[config.mk]
export PLATFORM = sky130hd
export DESIGN_NAME = three_class_runway_arbiter_core
export DESIGN_NICKNAME = d
export VERILOG_FILES = /design/src/rtl/tcra_pkg.sv /design/src/rtl/tcra_ram.sv /design/src/rtl/tcra_ctrl.sv /design/src/rtl/three_class_runway_arbiter_core.sv
export SDC_FILE = /design/constraint.sdc
export NUM_CORES = 1
export LEC_CHECK = 0
export BUFFER_PORTS_ARGS = -buffer_cell sky130_fd_sc_hd__buf_4
export CORE_MARGIN = 2
export CORE_UTILIZATION = 57
export DETAILED_ROUTE_END_ITERATION = 6
export PLACE_DENSITY = 0.73
export SYNTH_ARGS = -nofsm -noshare
export SYNTH_HDL_FRONTEND = slang
export SYNTH_SLANG_ARGS = --single-unit
[constraint.sdc]
create_clock -name clk -period 6.7 [get_ports clk]
set_input_delay 2.01 -clock clk [delete_from_list [all_inputs] [get_ports clk]]
set_output_delay 2.01 -clock clk [all_outputs]
set_load 0.02 [all_outputs]
[src/rtl/tcra_pkg.sv]
`timescale 1ns / 1ps
// ----------------------------------------------------------------------------
// tcra_pkg
// Shared types and constants for the three-class runway arbiter.
// ----------------------------------------------------------------------------
package tcra_pkg;

    localparam int NCLS    = 3;
    localparam int ID_BITS = 10;
    localparam int CFG_DW  = 8;
    localparam int CFG_IW  = 2;
    localparam int IN_TDATA_W  = 16;
    localparam int OUT_TDATA_W = 16;

    localparam logic [1:0] CLS_EMG  = 2'd0;
    localparam logic [1:0] CLS_LAND = 2'd1;
    localparam logic [1:0] CLS_DEP  = 2'd2;

    localparam logic [CFG_IW-1:0] CFG_MAX_WAIT = 2'd0;
    localparam logic [CFG_IW-1:0] CFG_BACKLOG  = 2'd1;
    localparam logic [CFG_IW-1:0] CFG_HOLD     = 2'd2;

    localparam logic [7:0] WAIT_MAX = 8'd255;

    typedef struct packed {
        logic       granted;
        logic [1:0] gcls;
        logic       busy;
        logic       dropped;
        logic       wr_en;
    } step_flags_t;

endpackage

[src/rtl/tcra_ram.sv]
`timescale 1ns / 1ps
// ----------------------------------------------------------------------------
// tcra_ram
// Generic single-port-write, single-port-read RAM with registered read data.
// ----------------------------------------------------------------------------
module tcra_ram #(
    parameter int WIDTH = 10,
    parameter int DEPTH = 48
) (
    input  logic                     clk,
    input  logic                     we,
    input  logic [$clog2(DEPTH)-1:0] waddr,
    input  logic [WIDTH-1:0]         wdata,
    input  logic                     re,
    input  logic [$clog2(DEPTH)-1:0] raddr,
    output logic [WIDTH-1:0]         rdata
);

    logic [WIDTH-1:0] mem [DEPTH];
    logic [WIDTH-1:0] rdata_reg;

    always_ff @(posedge clk)
    begin
        if (we)
        begin
            mem[waddr] <= wdata;
        end
        if (re)
        begin
            rdata_reg <= mem[raddr];
        end
    end

    assign rdata = rdata_reg;

endmodule

[src/rtl/tcra_ctrl.sv]
`timescale 1ns / 1ps
// ----------------------------------------------------------------------------
// tcra_ctrl
// Queue pointers, runway hold timer, wait counter and the grant decision.
// ----------------------------------------------------------------------------
module tcra_ctrl
    import tcra_pkg::*;
#(
    parameter int QUEUE_DEPTH = 16,
    parameter int PW          = 4
) (
    input  logic          clk,
    input  logic          rst_n,
    input  logic          step,
    input  logic          op,
    input  logic [1:0]    cls,
    input  logic [7:0]    max_wait,
    input  logic [4:0]    backlog_limit,
    input  logic [7:0]    hold_ticks,
    output step_flags_t   flags,
    output logic [PW+1:0] rd_addr,
    output logic [PW+1:0] wr_addr
);

    localparam int CW = $clog2(QUEUE_DEPTH + 1);

    logic [CW-1:0] count_reg [NCLS];
    logic [CW-1:0] count_next [NCLS];
    logic [PW-1:0] head_reg [NCLS];
    logic [PW-1:0] head_next [NCLS];
    logic [PW-1:0] tail [NCLS];
    logic [CW:0]   tail_sum [NCLS];
    logic [NCLS-1:0] full;
    logic [NCLS-1:0] push;
    logic [NCLS-1:0] pop;

    logic [7:0] hold_reg;
    logic [7:0] hold_next;
    logic [1:0] holder_reg;
    logic [1:0] holder_next;
    logic [7:0] wait_reg;
    logic [7:0] wait_next;

    logic [1:0] eff_cls;
    logic       expire;
    logic [7:0] hold_mid;
    logic       dropped;
    logic       granted;
    logic [1:0] pick;
    logic       dep_low;

    always_comb
    begin
        eff_cls = (cls == 2'd3) ? CLS_DEP : cls;
        expire  = !op && (hold_reg == 8'd1);
        hold_mid = (!op && hold_reg != 8'd0) ? hold_reg - 8'd1 : hold_reg;
        if (op)
        begin
            wait_next = wait_reg;
        end
        else if (expire && holder_reg == CLS_LAND)
        begin
            wait_next = 8'd0;
        end
        else
        begin
            wait_next = (wait_reg != WAIT_MAX) ? wait_reg + 8'd1 : wait_reg;
        end

        dropped = 1'b0;
        for (int c = 0; c < NCLS; c++)
        begin
            full[c] = count_reg[c] == CW'(QUEUE_DEPTH);
            push[c] = op && (eff_cls == 2'(c)) && !full[c];
            pop[c]  = expire && (holder_reg == 2'(c));
            dropped = dropped | (op && (eff_cls == 2'(c)) && full[c]);
            count_next[c] = count_reg[c] + CW'(push[c]) - CW'(pop[c]);
            if (pop[c])
            begin
                head_next[c] = (head_reg[c] == PW'(QUEUE_DEPTH - 1)) ? '0
                                                                     : head_reg[c] + 1'b1;
            end
            else
            begin
                head_next[c] = head_reg[c];
            end
            tail_sum[c] = (CW+1)'(head_reg[c]) + (CW+1)'(count_reg[c]);
            tail[c] = (tail_sum[c] >= (CW+1)'(QUEUE_DEPTH))
                      ? PW'(tail_sum[c] - (CW+1)'(QUEUE_DEPTH)) : PW'(tail_sum[c]);
        end

        dep_low = 9'(count_next[2]) <= 9'(backlog_limit);
        granted = 1'b0;
        pick    = CLS_EMG;
        if (hold_mid == 8'd0)
        begin
            priority if (count_next[0] != '0)
            begin
                granted = 1'b1;
                pick    = CLS_EMG;
            end
            else if (count_next[1] != '0 && (dep_low || wait_next >= max_wait))
            begin
                granted = 1'b1;
                pick    = CLS_LAND;
            end
            else if (count_next[2] != '0 && (count_next[1] == '0 || !dep_low))
            begin
                granted = 1'b1;
                pick    = CLS_DEP;
            end
        end

        hold_next   = granted ? ((hold_ticks != 8'd0) ? hold_ticks : 8'd1) : hold_mid;
        holder_next = granted ? pick : holder_reg;

        unique case (pick)
            CLS_LAND: rd_addr = {CLS_LAND, head_next[1]};
            CLS_DEP:  rd_addr = {CLS_DEP, head_next[2]};
            default:  rd_addr = {CLS_EMG, head_next[0]};
        endcase
        unique case (eff_cls)
            CLS_LAND: wr_addr = {CLS_LAND, tail[1]};
            CLS_DEP:  wr_addr = {CLS_DEP, tail[2]};
            default:  wr_addr = {CLS_EMG, tail[0]};
        endcase

        flags.granted = granted;
        flags.gcls    = pick;
        flags.busy    = hold_next != 8'd0;
        flags.dropped = dropped;
        flags.wr_en   = op && !dropped;
    end

    always_ff @(posedge clk or negedge rst_n)
    begin
        if (!rst_n)
        begin
            for (int c = 0; c < NCLS; c++)
            begin
                count_reg[c] <= '0;
                head_reg[c]  <= '0;
            end
            hold_reg   <= 8'd0;
            holder_reg <= CLS_EMG;
            wait_reg   <= 8'd0;
        end
        else if (step)
        begin
            for (int c = 0; c < NCLS; c++)
            begin
                count_reg[c] <= count_next[c];
                head_reg[c]  <= head_next[c];
            end
            hold_reg   <= hold_next;
            holder_reg <= holder_next;
            wait_reg   <= wait_next;
        end
    end

endmodule

[src/rtl/three_class_runway_arbiter_core.sv]
`timescale 1ns / 1ps
// ----------------------------------------------------------------------------
// three_class_runway_arbiter_core
// Priority runway arbiter with three request queues, a departure backlog
// limit and a wait counter that keeps landing requests from starving.
// ----------------------------------------------------------------------------
// Input items arrive on the s_ stream. The tuser bit selects the kind of item:
// zero is one time tick, one is a new request whose id and class are in
// tdata. Every input item produces exactly one result item on the m_ stream,
// carrying the grant issued in that step (if any), the runway busy flag and
// the drop flag for a request that found its queue full.
// The queued ids live in one RAM with a registered read port. When an item is
// accepted, the head of the granted queue is read in the same cycle, and the
// result then passes through the fetch stage into the output register.
// The block takes no new item until its result has left the fetch stage.
// When the receiver stalls, the finished result waits in the output register
// and a further accepted item waits in the fetch stage until it drains.
// Reset empties all queues, frees the runway, clears the wait counter and
// restores the configuration registers to their defaults; no clearing pass
// is needed. Configuration is written through cfg_we, cfg_index, cfg_data.
// ----------------------------------------------------------------------------
module three_class_runway_arbiter_core
    import tcra_pkg::*;
#(
    parameter int QUEUE_DEPTH = 16,
    parameter int ID_WIDTH    = 10
) (
    input  logic                   clk,
    input  logic                   rst_n,
    input  logic                   s_tvalid,
    output logic                   s_tready,
    // req_id[9:0], req_class[11:10], zero padding
    input  logic [IN_TDATA_W-1:0]  s_tdata,
    // op
    input  logic                   s_tuser,
    output logic                   m_tvalid,
    input  logic                   m_tready,
    // grant_valid[0], grant_id[10:1], grant_class[12:11], runway_busy[13],
    // dropped[14], zero padding
    output logic [OUT_TDATA_W-1:0] m_tdata,
    input  logic                   cfg_we,
    input  logic [CFG_IW-1:0]      cfg_index,
    input  logic [CFG_DW-1:0]      cfg_data
);

    localparam int PW = (QUEUE_DEPTH > 1) ? $clog2(QUEUE_DEPTH) : 1;
    localparam int RAM_DEPTH = 3 * (1 << PW);

    localparam logic ST_IDLE  = 1'b0;
    localparam logic ST_FETCH = 1'b1;

    logic [7:0] max_wait_reg;
    logic [4:0] backlog_reg;
    logic [7:0] hold_ticks_reg;

    logic        state_reg;
    logic        state_next;
    step_flags_t flags;
    step_flags_t flags_reg;
    logic        fwd_reg;
    logic [ID_WIDTH-1:0] fwd_id_reg;
    logic [ID_WIDTH-1:0] id_in;
    logic [ID_WIDTH-1:0] rdata;
    logic [ID_WIDTH-1:0] gid;
    logic [ID_BITS-1:0]  out_id;
    logic [PW+1:0] rd_addr;
    logic [PW+1:0] wr_addr;
    logic          accept;
    logic          load;
    logic          m_tvalid_reg;
    logic [OUT_TDATA_W-1:0] m_tdata_reg;

    assign s_tready = state_reg == ST_IDLE;
    assign accept   = s_tvalid && s_tready;
    assign load     = (state_reg == ST_FETCH) && (!m_tvalid_reg || m_tready);
    assign id_in    = ID_WIDTH'(s_tdata[ID_BITS-1:0]);
    assign m_tvalid = m_tvalid_reg;
    assign m_tdata  = m_tdata_reg;

    always_ff @(posedge clk or negedge rst_n)
    begin
        if (!rst_n)
        begin
            max_wait_reg   <= 8'd3;
            backlog_reg    <= 5'd5;
            hold_ticks_reg <= 8'd2;
        end
        else if (cfg_we)
        begin
            unique case (cfg_index)
                CFG_MAX_WAIT: max_wait_reg   <= cfg_data;
                CFG_BACKLOG:  backlog_reg    <= cfg_data[4:0];
                CFG_HOLD:     hold_ticks_reg <= cfg_data;
                default:      ;
            endcase
        end
    end

    tcra_ctrl #(
        .QUEUE_DEPTH(QUEUE_DEPTH),
        .PW(PW)
    ) u_ctrl (
        .clk(clk),
        .rst_n(rst_n),
        .step(accept),
        .op(s_tuser),
        .cls(s_tdata[ID_BITS+1:ID_BITS]),
        .max_wait(max_wait_reg),
        .backlog_limit(backlog_reg),
        .hold_ticks(hold_ticks_reg),
        .flags(flags),
        .rd_addr(rd_addr),
        .wr_addr(wr_addr)
    );

    tcra_ram #(
        .WIDTH(ID_WIDTH),
        .DEPTH(RAM_DEPTH)
    ) u_ram (
        .clk(clk),
        .we(accept && flags.wr_en),
        .waddr(wr_addr),
        .wdata(id_in),
        .re(accept),
        .raddr(rd_addr),
        .rdata(rdata)
    );

    // A request pushed into an empty queue may be granted in the same step.
    assign gid    = fwd_reg ? fwd_id_reg : rdata;
    assign out_id = flags_reg.granted ? ID_BITS'(gid) : '0;

    always_comb
    begin
        state_next = state_reg;
        unique case (state_reg)
            ST_IDLE:  if (accept) state_next = ST_FETCH;
            ST_FETCH: if (load) state_next = ST_IDLE;
            default:  state_next = ST_IDLE;
        endcase
    end

    always_ff @(posedge clk or negedge rst_n)
    begin
        if (!rst_n)
        begin
            state_reg    <= ST_IDLE;
            m_tvalid_reg <= 1'b0;
        end
        else
        begin
            state_reg <= state_next;
            if (load)
            begin
                m_tvalid_reg <= 1'b1;
            end
            else if (m_tready)
            begin
                m_tvalid_reg <= 1'b0;
            end
        end
    end

    always_ff @(posedge clk)
    begin
        if (accept)
        begin
            flags_reg  <= flags;
            fwd_reg    <= flags.wr_en && (wr_addr == rd_addr);
            fwd_id_reg <= id_in;
        end
        if (load)
        begin
            m_tdata_reg <= {1'b0, flags_reg.dropped, flags_reg.busy, flags_reg.gcls,
                            out_id, flags_reg.granted};
        end
    end

    a_accept_fetch: assert property (@(posedge clk) disable iff (!rst_n)
        accept |=> state_reg == ST_FETCH)
        else $error("accepted item did not enter the fetch stage");

    a_grant_busy: assert property (@(posedge clk) disable iff (!rst_n)
        (m_tvalid_reg && m_tdata_reg[0]) |-> m_tdata_reg[13])
        else $error("grant issued without the runway being busy");

    a_no_grant_zero: assert property (@(posedge clk) disable iff (!rst_n)
        (m_tvalid_reg && !m_tdata_reg[0]) |-> (m_tdata_reg[12:1] == '0))
        else $error("grant fields not zero without a grant");

    a_stall_hold: assert property (@(posedge clk) disable iff (!rst_n)
        (state_reg == ST_FETCH && m_tvalid_reg && !m_tready) |=> state_reg == ST_FETCH)
        else $error("fetch stage left while the output was stalled");

endmodule
==> results of run 1 <==
==> power breakdown <==
part	total, mW	internal (mW)	leakage, nW	switching, mW
Clock	3.00	1.68	0.846	1.32
Combinational	5.65	2.58	4.91	3.07
Sequential	4.39	4.23	5.55	0.160
==> routing by layer <==
| metal | global-route usage (%) | vias up |
|---|---|---|
| li1 | - | 7652 |
| met1 | 36.4 | 8416 |
| met2 | 46.0 | 697 |
| met3 | 4.66 | 132 |
| met5 | 0 | - |
| met4 | 9.43 | 0 |
==> worst max-delay path: stages <==
cell      delay, ps
buf_6            90
or4b_4          500
nor3_4          170
ha_1            260
inv_1            60
ha_2            180
fa_2            460
ha_4            240
nor2b_4         120
o21a_1          160
o21ai_1         160
a21oi_2          70
o22a_1          170
o211a_1         140
or2_4           280
nor3_4          180
buf_6           140
inv_4            30
ha_4            150
nor2b_4         130
o311ai_2         80
nand2_1         110
or4_4           660
buf_8           180
or4_4           490
o211ai_1        280
a221oi_2        110
==> cell families (layout without fill, tap and decap cells) <==
family	count (synthesis)	after routing	synth area share (%)
other	1	1	0.0146
XOR/XNOR	38	38	1.35
AND/OR/NAND/NOR	588	589	10.7
adder cells (fa/ha/maj)	55	55	2.85
flip-flops	589	589	67.5
multiplexers	145	145	5.78
buffers and inverters	168	446	2.83
AO/OA/AOI/OAI	324	324	8.94
==> placed cells by master, fill, tap and decap left out, types with 44 or more instances in the layout <==
cell / n
ha_1: 44
nand2_1: 287
inv_1: 60
dfrtp_1: 63
buf_4: 229
edfxtp_1: 521
nor2_1: 80
a211oi_1: 44
mux2i_1: 116
nand3_1: 54
clkbuf_16: 57
==> final cells by class <==
type / count / area [µm²] / area share [%]
multi-input cells: 1152 / 8230 / 26.7
flip-flops and latches: 589 / 17400 / 56.3
clock inverters: 27 / 218 / 0.706
repair buffers: 276 / 2530 / 8.20
inverters: 66 / 250 / 0.812
well taps: 592 / 741 / 2.40
clock buffers: 77 / 1500 / 4.87
==> per-stage QoR <==
step                hold slack [ps]  worst slack [ps]
floorplan                       400              -899
global placement                405             -1490
detailed placement              415             -1550
CTS                             429              -702
global route                    442              -845
finish                          429              -614
==> cells in the mapped netlist (all sizes together), types with 21 or more instances <==
cell / count / area (µm²)
and3: 38 / 238
clkbuf: 48 / 180
ha: 49 / 613
a311oi: 37 / 324
inv: 66 / 248
mux2i: 121 / 1210
nand2: 290 / 1090
o21ai: 50 / 250
dfrtp: 63 / 1580
nor2b: 21 / 131
a21boi: 38 / 285
nor2: 82 / 318
a211oi: 50 / 375
mux2: 24 / 274
a21oi: 43 / 215
xnor2: 24 / 210
nand3: 58 / 303
buf: 54 / 299
edfxtp: 521 / 15600
==> timing repair <==
action,CTS,global route
resized for setup,80,52
hold endpoints to repair,0,0
setup endpoints to repair,11,11
pin swaps,44,45
gates cloned,4,0
setup buffers,30,9
==> how the worst max path moves through the flow <==
stage,from,cells past startpoint,endpoint
after global placement,s_tuser,29,u_ram.rdata[5]
after floorplan,s_tuser,28,u_ram.rdata[7]
final,s_tuser,27,u_ram.rdata[9]
after detailed placement,s_tuser,30,u_ram.rdata[6]
after global routing,s_tuser,30,u_ram.rdata[0]
after CTS,s_tuser,29,u_ram.rdata[5]
==> flow_metrics.env, run 1 <==
export IMPL_status="finished with violations"
export IMPL_violations="setup timing"
export IMPL_tritoncts="built"
export IMPL_worstHoldStart="flags_reg[3]"
export IMPL_dr_max_layer_used="met4"
export IMPL_drtPass1Iterations=5
export IMPL_wl_met2_mm=31.4
export IMPL_power_total_mw=13.0
export IMPL_path_class="in -> reg"
export IMPL_ff2ff_setup_slack_ps=240
export IMPL_die_h_um=216
export IMPL_grt_max_degree=69
export IMPL_drt_initial_drc_count=1694
export IMPL_placed_area_mm2=0.0281
export IMPL_hold_viol=0
export IMPL_worst_slew_margin_rel_pct=14.2
export IMPL_start_kind="input pin"
export IMPL_syn_nets=1995
export IMPL_rsz0062_at_grt="yes"
export IMPL_setup_viol=11
export IMPL_hold_buffers=0
export IMPL_die_area_mm2=0.0468
export IMPL_wl_met3_mm=4.89
export IMPL_reg2reg_depth=28
export IMPL_drive_gt1_share_pct=22.3
export IMPL_path_clk_slew_ps=60
export IMPL_p_leak_nw=11.3
export IMPL_synth_ff_type="edfxtp_1"
export IMPL_utilization_pct=69.4
export IMPL_ys_seq_elements=589
export IMPL_dp_hpwl_mm=40.5
export IMPL_dieWidth_um=216
export IMPL_routed_wl_mm=63.9
export IMPL_reg2reg_from="u_ctrl.hold_reg[1]"
export IMPL_htree_num_levels=2
export IMPL_core_mm2=0.0444
export IMPL_synthArstFlopShare_pct=11.5
export IMPL_setup_ws_ps=-614
export IMPL_holdPathStages=0
export IMPL_yosysSeqAreaShare_pct=67.5
export IMPL_synth_edf_count=521
export IMPL_critPathRequiredTime_ps=7040
export IMPL_hold_class="reg -> reg"
export IMPL_syn_inst=1908
export IMPL_power_density_mw_per_mm2=423
export IMPL_first_global_vias=16700
export IMPL_drc_errors=0
export IMPL_tightest_slew_ps=1280
export IMPL_dr_total_vias=16900
export IMPL_wl_per_cell_um=23.0
export IMPL_routed_via_density=6.08
export IMPL_dpl_cell_count=2638
export IMPL_largest_reg_flops=480
export IMPL_numCtsBuffers=56
export IMPL_ant_nets=0
export IMPL_cap_viol_max_count=0
export IMPL_nNetsFinal=2228
export IMPL_syn_area_per_cell_um2=13.5
export IMPL_grt_first_pass_wirelength_mm=97.0
export IMPL_holdPathEnd="m_tdata[11]"
export IMPL_clock_sinks=589
export IMPL_fin_setup_tns_ps=-6040
export IMPL_post_route_period_util_pct=109
export IMPL_crit_fanout=5
export IMPL_areaGrowthSynthToFinish_pct=19.9
export IMPL_cp_end_kind="flip-flop"
export IMPL_drv_slew=0
export IMPL_max_vdd_ir_drop_mv=0.299
export IMPL_worst_ep_arrival_time_ps=7650
export IMPL_layoutNonFillerInstCount=2779
export IMPL_synth_area_mm2=0.0257
export IMPL_insertion_delay_ps=620
export IMPL_skew_ps=20.4
export IMPL_post_route_min_period_ps=7310
export IMPL_fmax_ghz=0.137
export IMPL_fillers=2937
export IMPL_initial_utilization_pct=57.9
export IMPL_grt_overflow_total=0
export IMPL_grt_antenna_before_repair=0
export IMPL_synthDistinctLibCells=76
export IMPL_place_congestion=0.878
export IMPL_yosysWarnings=0
export IMPL_fin_area_mm2=0.0308
export IMPL_clock_path_buffers=3
export IMPL_clock_root_buffer="clkbuf_16"
export IMPL_r2r_end="u_ram.rdata[9]"
export IMPL_ios=50
export IMPL_antenna_cells=0
export IMPL_numPortBuffers=44
export IMPL_rows=77
export IMPL_grt_usage_pct=27.4
export IMPL_wl_met1_mm=25.6
(Power assumes the default switching activity.)
==> run 2, diff against run 1 <==
Clock period 6.7 ns to 6.4 ns, I/O delays scaled along.
==> run 2 against run 1 <==
Effect of this change: die area unchanged; the flow still finishes with violations (setup timing); non-clock buffer count decreased by 2; highest routed layer is now met5; final cell count about the same; first-iteration DRC count increased by 6.5%; critical endpoint is now u_ram.rdata[2]; clock skew decreased by 2.3 ps; flip-flop and latch count unchanged; cell area increased by 0.76%.
==> flow_metrics.env, run 2 (synthesis results as in run 1) <==
export IMPL_worstHoldStart="flags_reg[1]"
export IMPL_drt_initial_drc_count=1804
export IMPL_fin_area_mm2=0.0311
export IMPL_clock_path_buffers=3
export IMPL_start_kind="input pin"
export IMPL_status="finished with violations"
export IMPL_reg2reg_from="u_ctrl.hold_reg[1]"
export IMPL_die_h_um=216
export IMPL_numPortBuffers=44
export IMPL_fillers=2885
export IMPL_worst_path_max_delay_cell="or4_4"
export IMPL_tritoncts="built"
export IMPL_cp_startpoint="s_tuser"
export IMPL_rsz0062_at_grt="yes"
export IMPL_hold_buffers=0
export IMPL_hold_worst_slack_ps=419
export IMPL_place_ws_ps=-1780
export IMPL_tightest_slew_ps=1250
export IMPL_dp_hpwl_mm=41.0
export IMPL_wl_met3_mm=4.62
export IMPL_clock_sinks=589
export IMPL_setup_ws_ps=-915
export IMPL_worst_ep_arrival_time_ps=7660
export IMPL_holdPathStages=0
export IMPL_hold_class="reg -> reg"
export IMPL_areaGrowthSynthToFinish_pct=20.8
export IMPL_largest_reg_flops=480
export IMPL_routed_wl_mm=65.0
export IMPL_path_clk_slew_ps=60
export IMPL_violations="setup timing"
export IMPL_setup_viol=11
export IMPL_layout_common_cells="edfxtp_1 (521), nand2_1 (287), buf_4 (224)"
export IMPL_skew_ps=18.1
export IMPL_power_density_mw_per_mm2=447
export IMPL_utilization_pct=69.9
export IMPL_dieWidth_um=216
export IMPL_dpl_cell_count=2639
export IMPL_final_common_cell="edfxtp_1"
export IMPL_clock_root_buffer="clkbuf_16"
export IMPL_post_route_period_util_pct=114
export IMPL_rows=77
export IMPL_ios=50
export IMPL_grt_usage_pct=27.9
export IMPL_place_congestion=0.887
export IMPL_drtPass1Iterations=7
export IMPL_cp_end_kind="flip-flop"
export IMPL_grt_max_degree=69
export IMPL_wl_met1_mm=26.2
export IMPL_layoutNonFillerInstCount=2780
export IMPL_fin_setup_tns_ps=-9280
export IMPL_numCtsBuffers=57
export IMPL_die_area_mm2=0.0468
export IMPL_drive_gt1_share_pct=23.2
export IMPL_wl_met2_mm=32.0
export IMPL_fmax_ghz=0.137
export IMPL_placed_area_mm2=0.0282
export IMPL_grt_overflow_total=0
export IMPL_htree_num_levels=2
export IMPL_ant_nets=0
export IMPL_worst_slew_margin_rel_pct=16.6
export IMPL_antenna_cells=0
export IMPL_area_sequential_mm2=0.0174
export IMPL_drc_errors=0
export IMPL_initial_utilization_pct=57.9
export IMPL_insertion_delay_ps=630
export IMPL_wl_per_cell_um=23.4
export IMPL_grt_first_pass_wirelength_mm=99.6
export IMPL_drv_slew=0
export IMPL_core_mm2=0.0444
export IMPL_slowest_delay_ps=530
export IMPL_nNetsFinal=2226
export IMPL_reg2reg_depth=30
export IMPL_dr_max_layer_used="met5"
export IMPL_hold_viol=0
export IMPL_critPathRequiredTime_ps=6750
export IMPL_first_global_vias=17300
export IMPL_multi_input_area_mm2=0.00830
export IMPL_crit_fanout=5
export IMPL_grt_antenna_before_repair=1
export IMPL_cap_viol_max_count=0
export IMPL_post_route_min_period_ps=7310
export IMPL_dr_total_vias=17000
export IMPL_max_vdd_ir_drop_mv=0.246
export IMPL_p_leak_nw=11.4
export IMPL_path_class="in -> reg"
export IMPL_routed_via_density=6.12
export IMPL_power_total_mw=13.9
==> run 2: cell types whose count changed in the layout (fill, tap and decap cells not counted), sizes merged <==
cell | before | now
clkinv | 22 | 35
bufbuf | 1 | 4
bufinv | 3 | 4
nand3 | 59 | 58
buf | 275 | 267
clkbuf | 77 | 70
==> run 2: path summary, 6_finish.rpt <==
path                                            to  slack (ps)
min in group asynchronous          max_wait_reg[3]        1420
max in group asynchronous       u_ctrl.wait_reg[0]        4390
worst min-delay path                   m_tdata[14]         420
worst max-delay path                u_ram.rdata[2]        -910
worst max register to register      u_ram.rdata[2]        -180
worst min register to register         m_tdata[14]         420
==> run 2: layout make-up <==
| type | count | share of cell area, % |
|---|---|---|
| inverter | 66 | 0.798 |
| clock buffer | 67 | 4.78 |
| multi-input combinational | 1151 | 26.7 |
| clock inverter | 41 | 1.04 |
| sequential | 589 | 55.9 |
| timing repair buffer | 274 | 8.40 |
| tap | 592 | 2.39 |
==> run 2: critical path, delay by kind of cell <==
| kind | cells | cell delay [ps] |
|---|---|---|
| AND/OR/NAND/NOR | 9 | 2460 |
| AO/OA/AOI/OAI | 8 | 1140 |
| buffers and inverters | 7 | 790 |
| adder cells (fa/ha/maj) | 5 | 1330 |
==> run 2: power by group <==
part,leakage (nW),switching [mW],internal [mW],total (mW)
registers,5.55,0.173,4.43,4.61
clock network,0.896,1.42,1.82,3.25
logic,4.96,3.25,2.79,6.04
total,11.4,4.85,9.05,13.9
==> run 2: timing repair <==
action | 4_1_cts | 5_1_grt
pin swaps | 14 | 41
endpoints found under the setup margin | 11 | 11
gates resized for setup | 63 | 77
setup buffers | 18 | 8
gates cloned | 4 | 3
==> run 2: routing by layer <==
metal | up-vias | track usage, %
met2 | 708 | 46.9
met5 | - | 0
met4 | 2 | 10.5
met1 | 8490 | 36.9
li1 | 7673 | -
met3 | 149 | 4.55
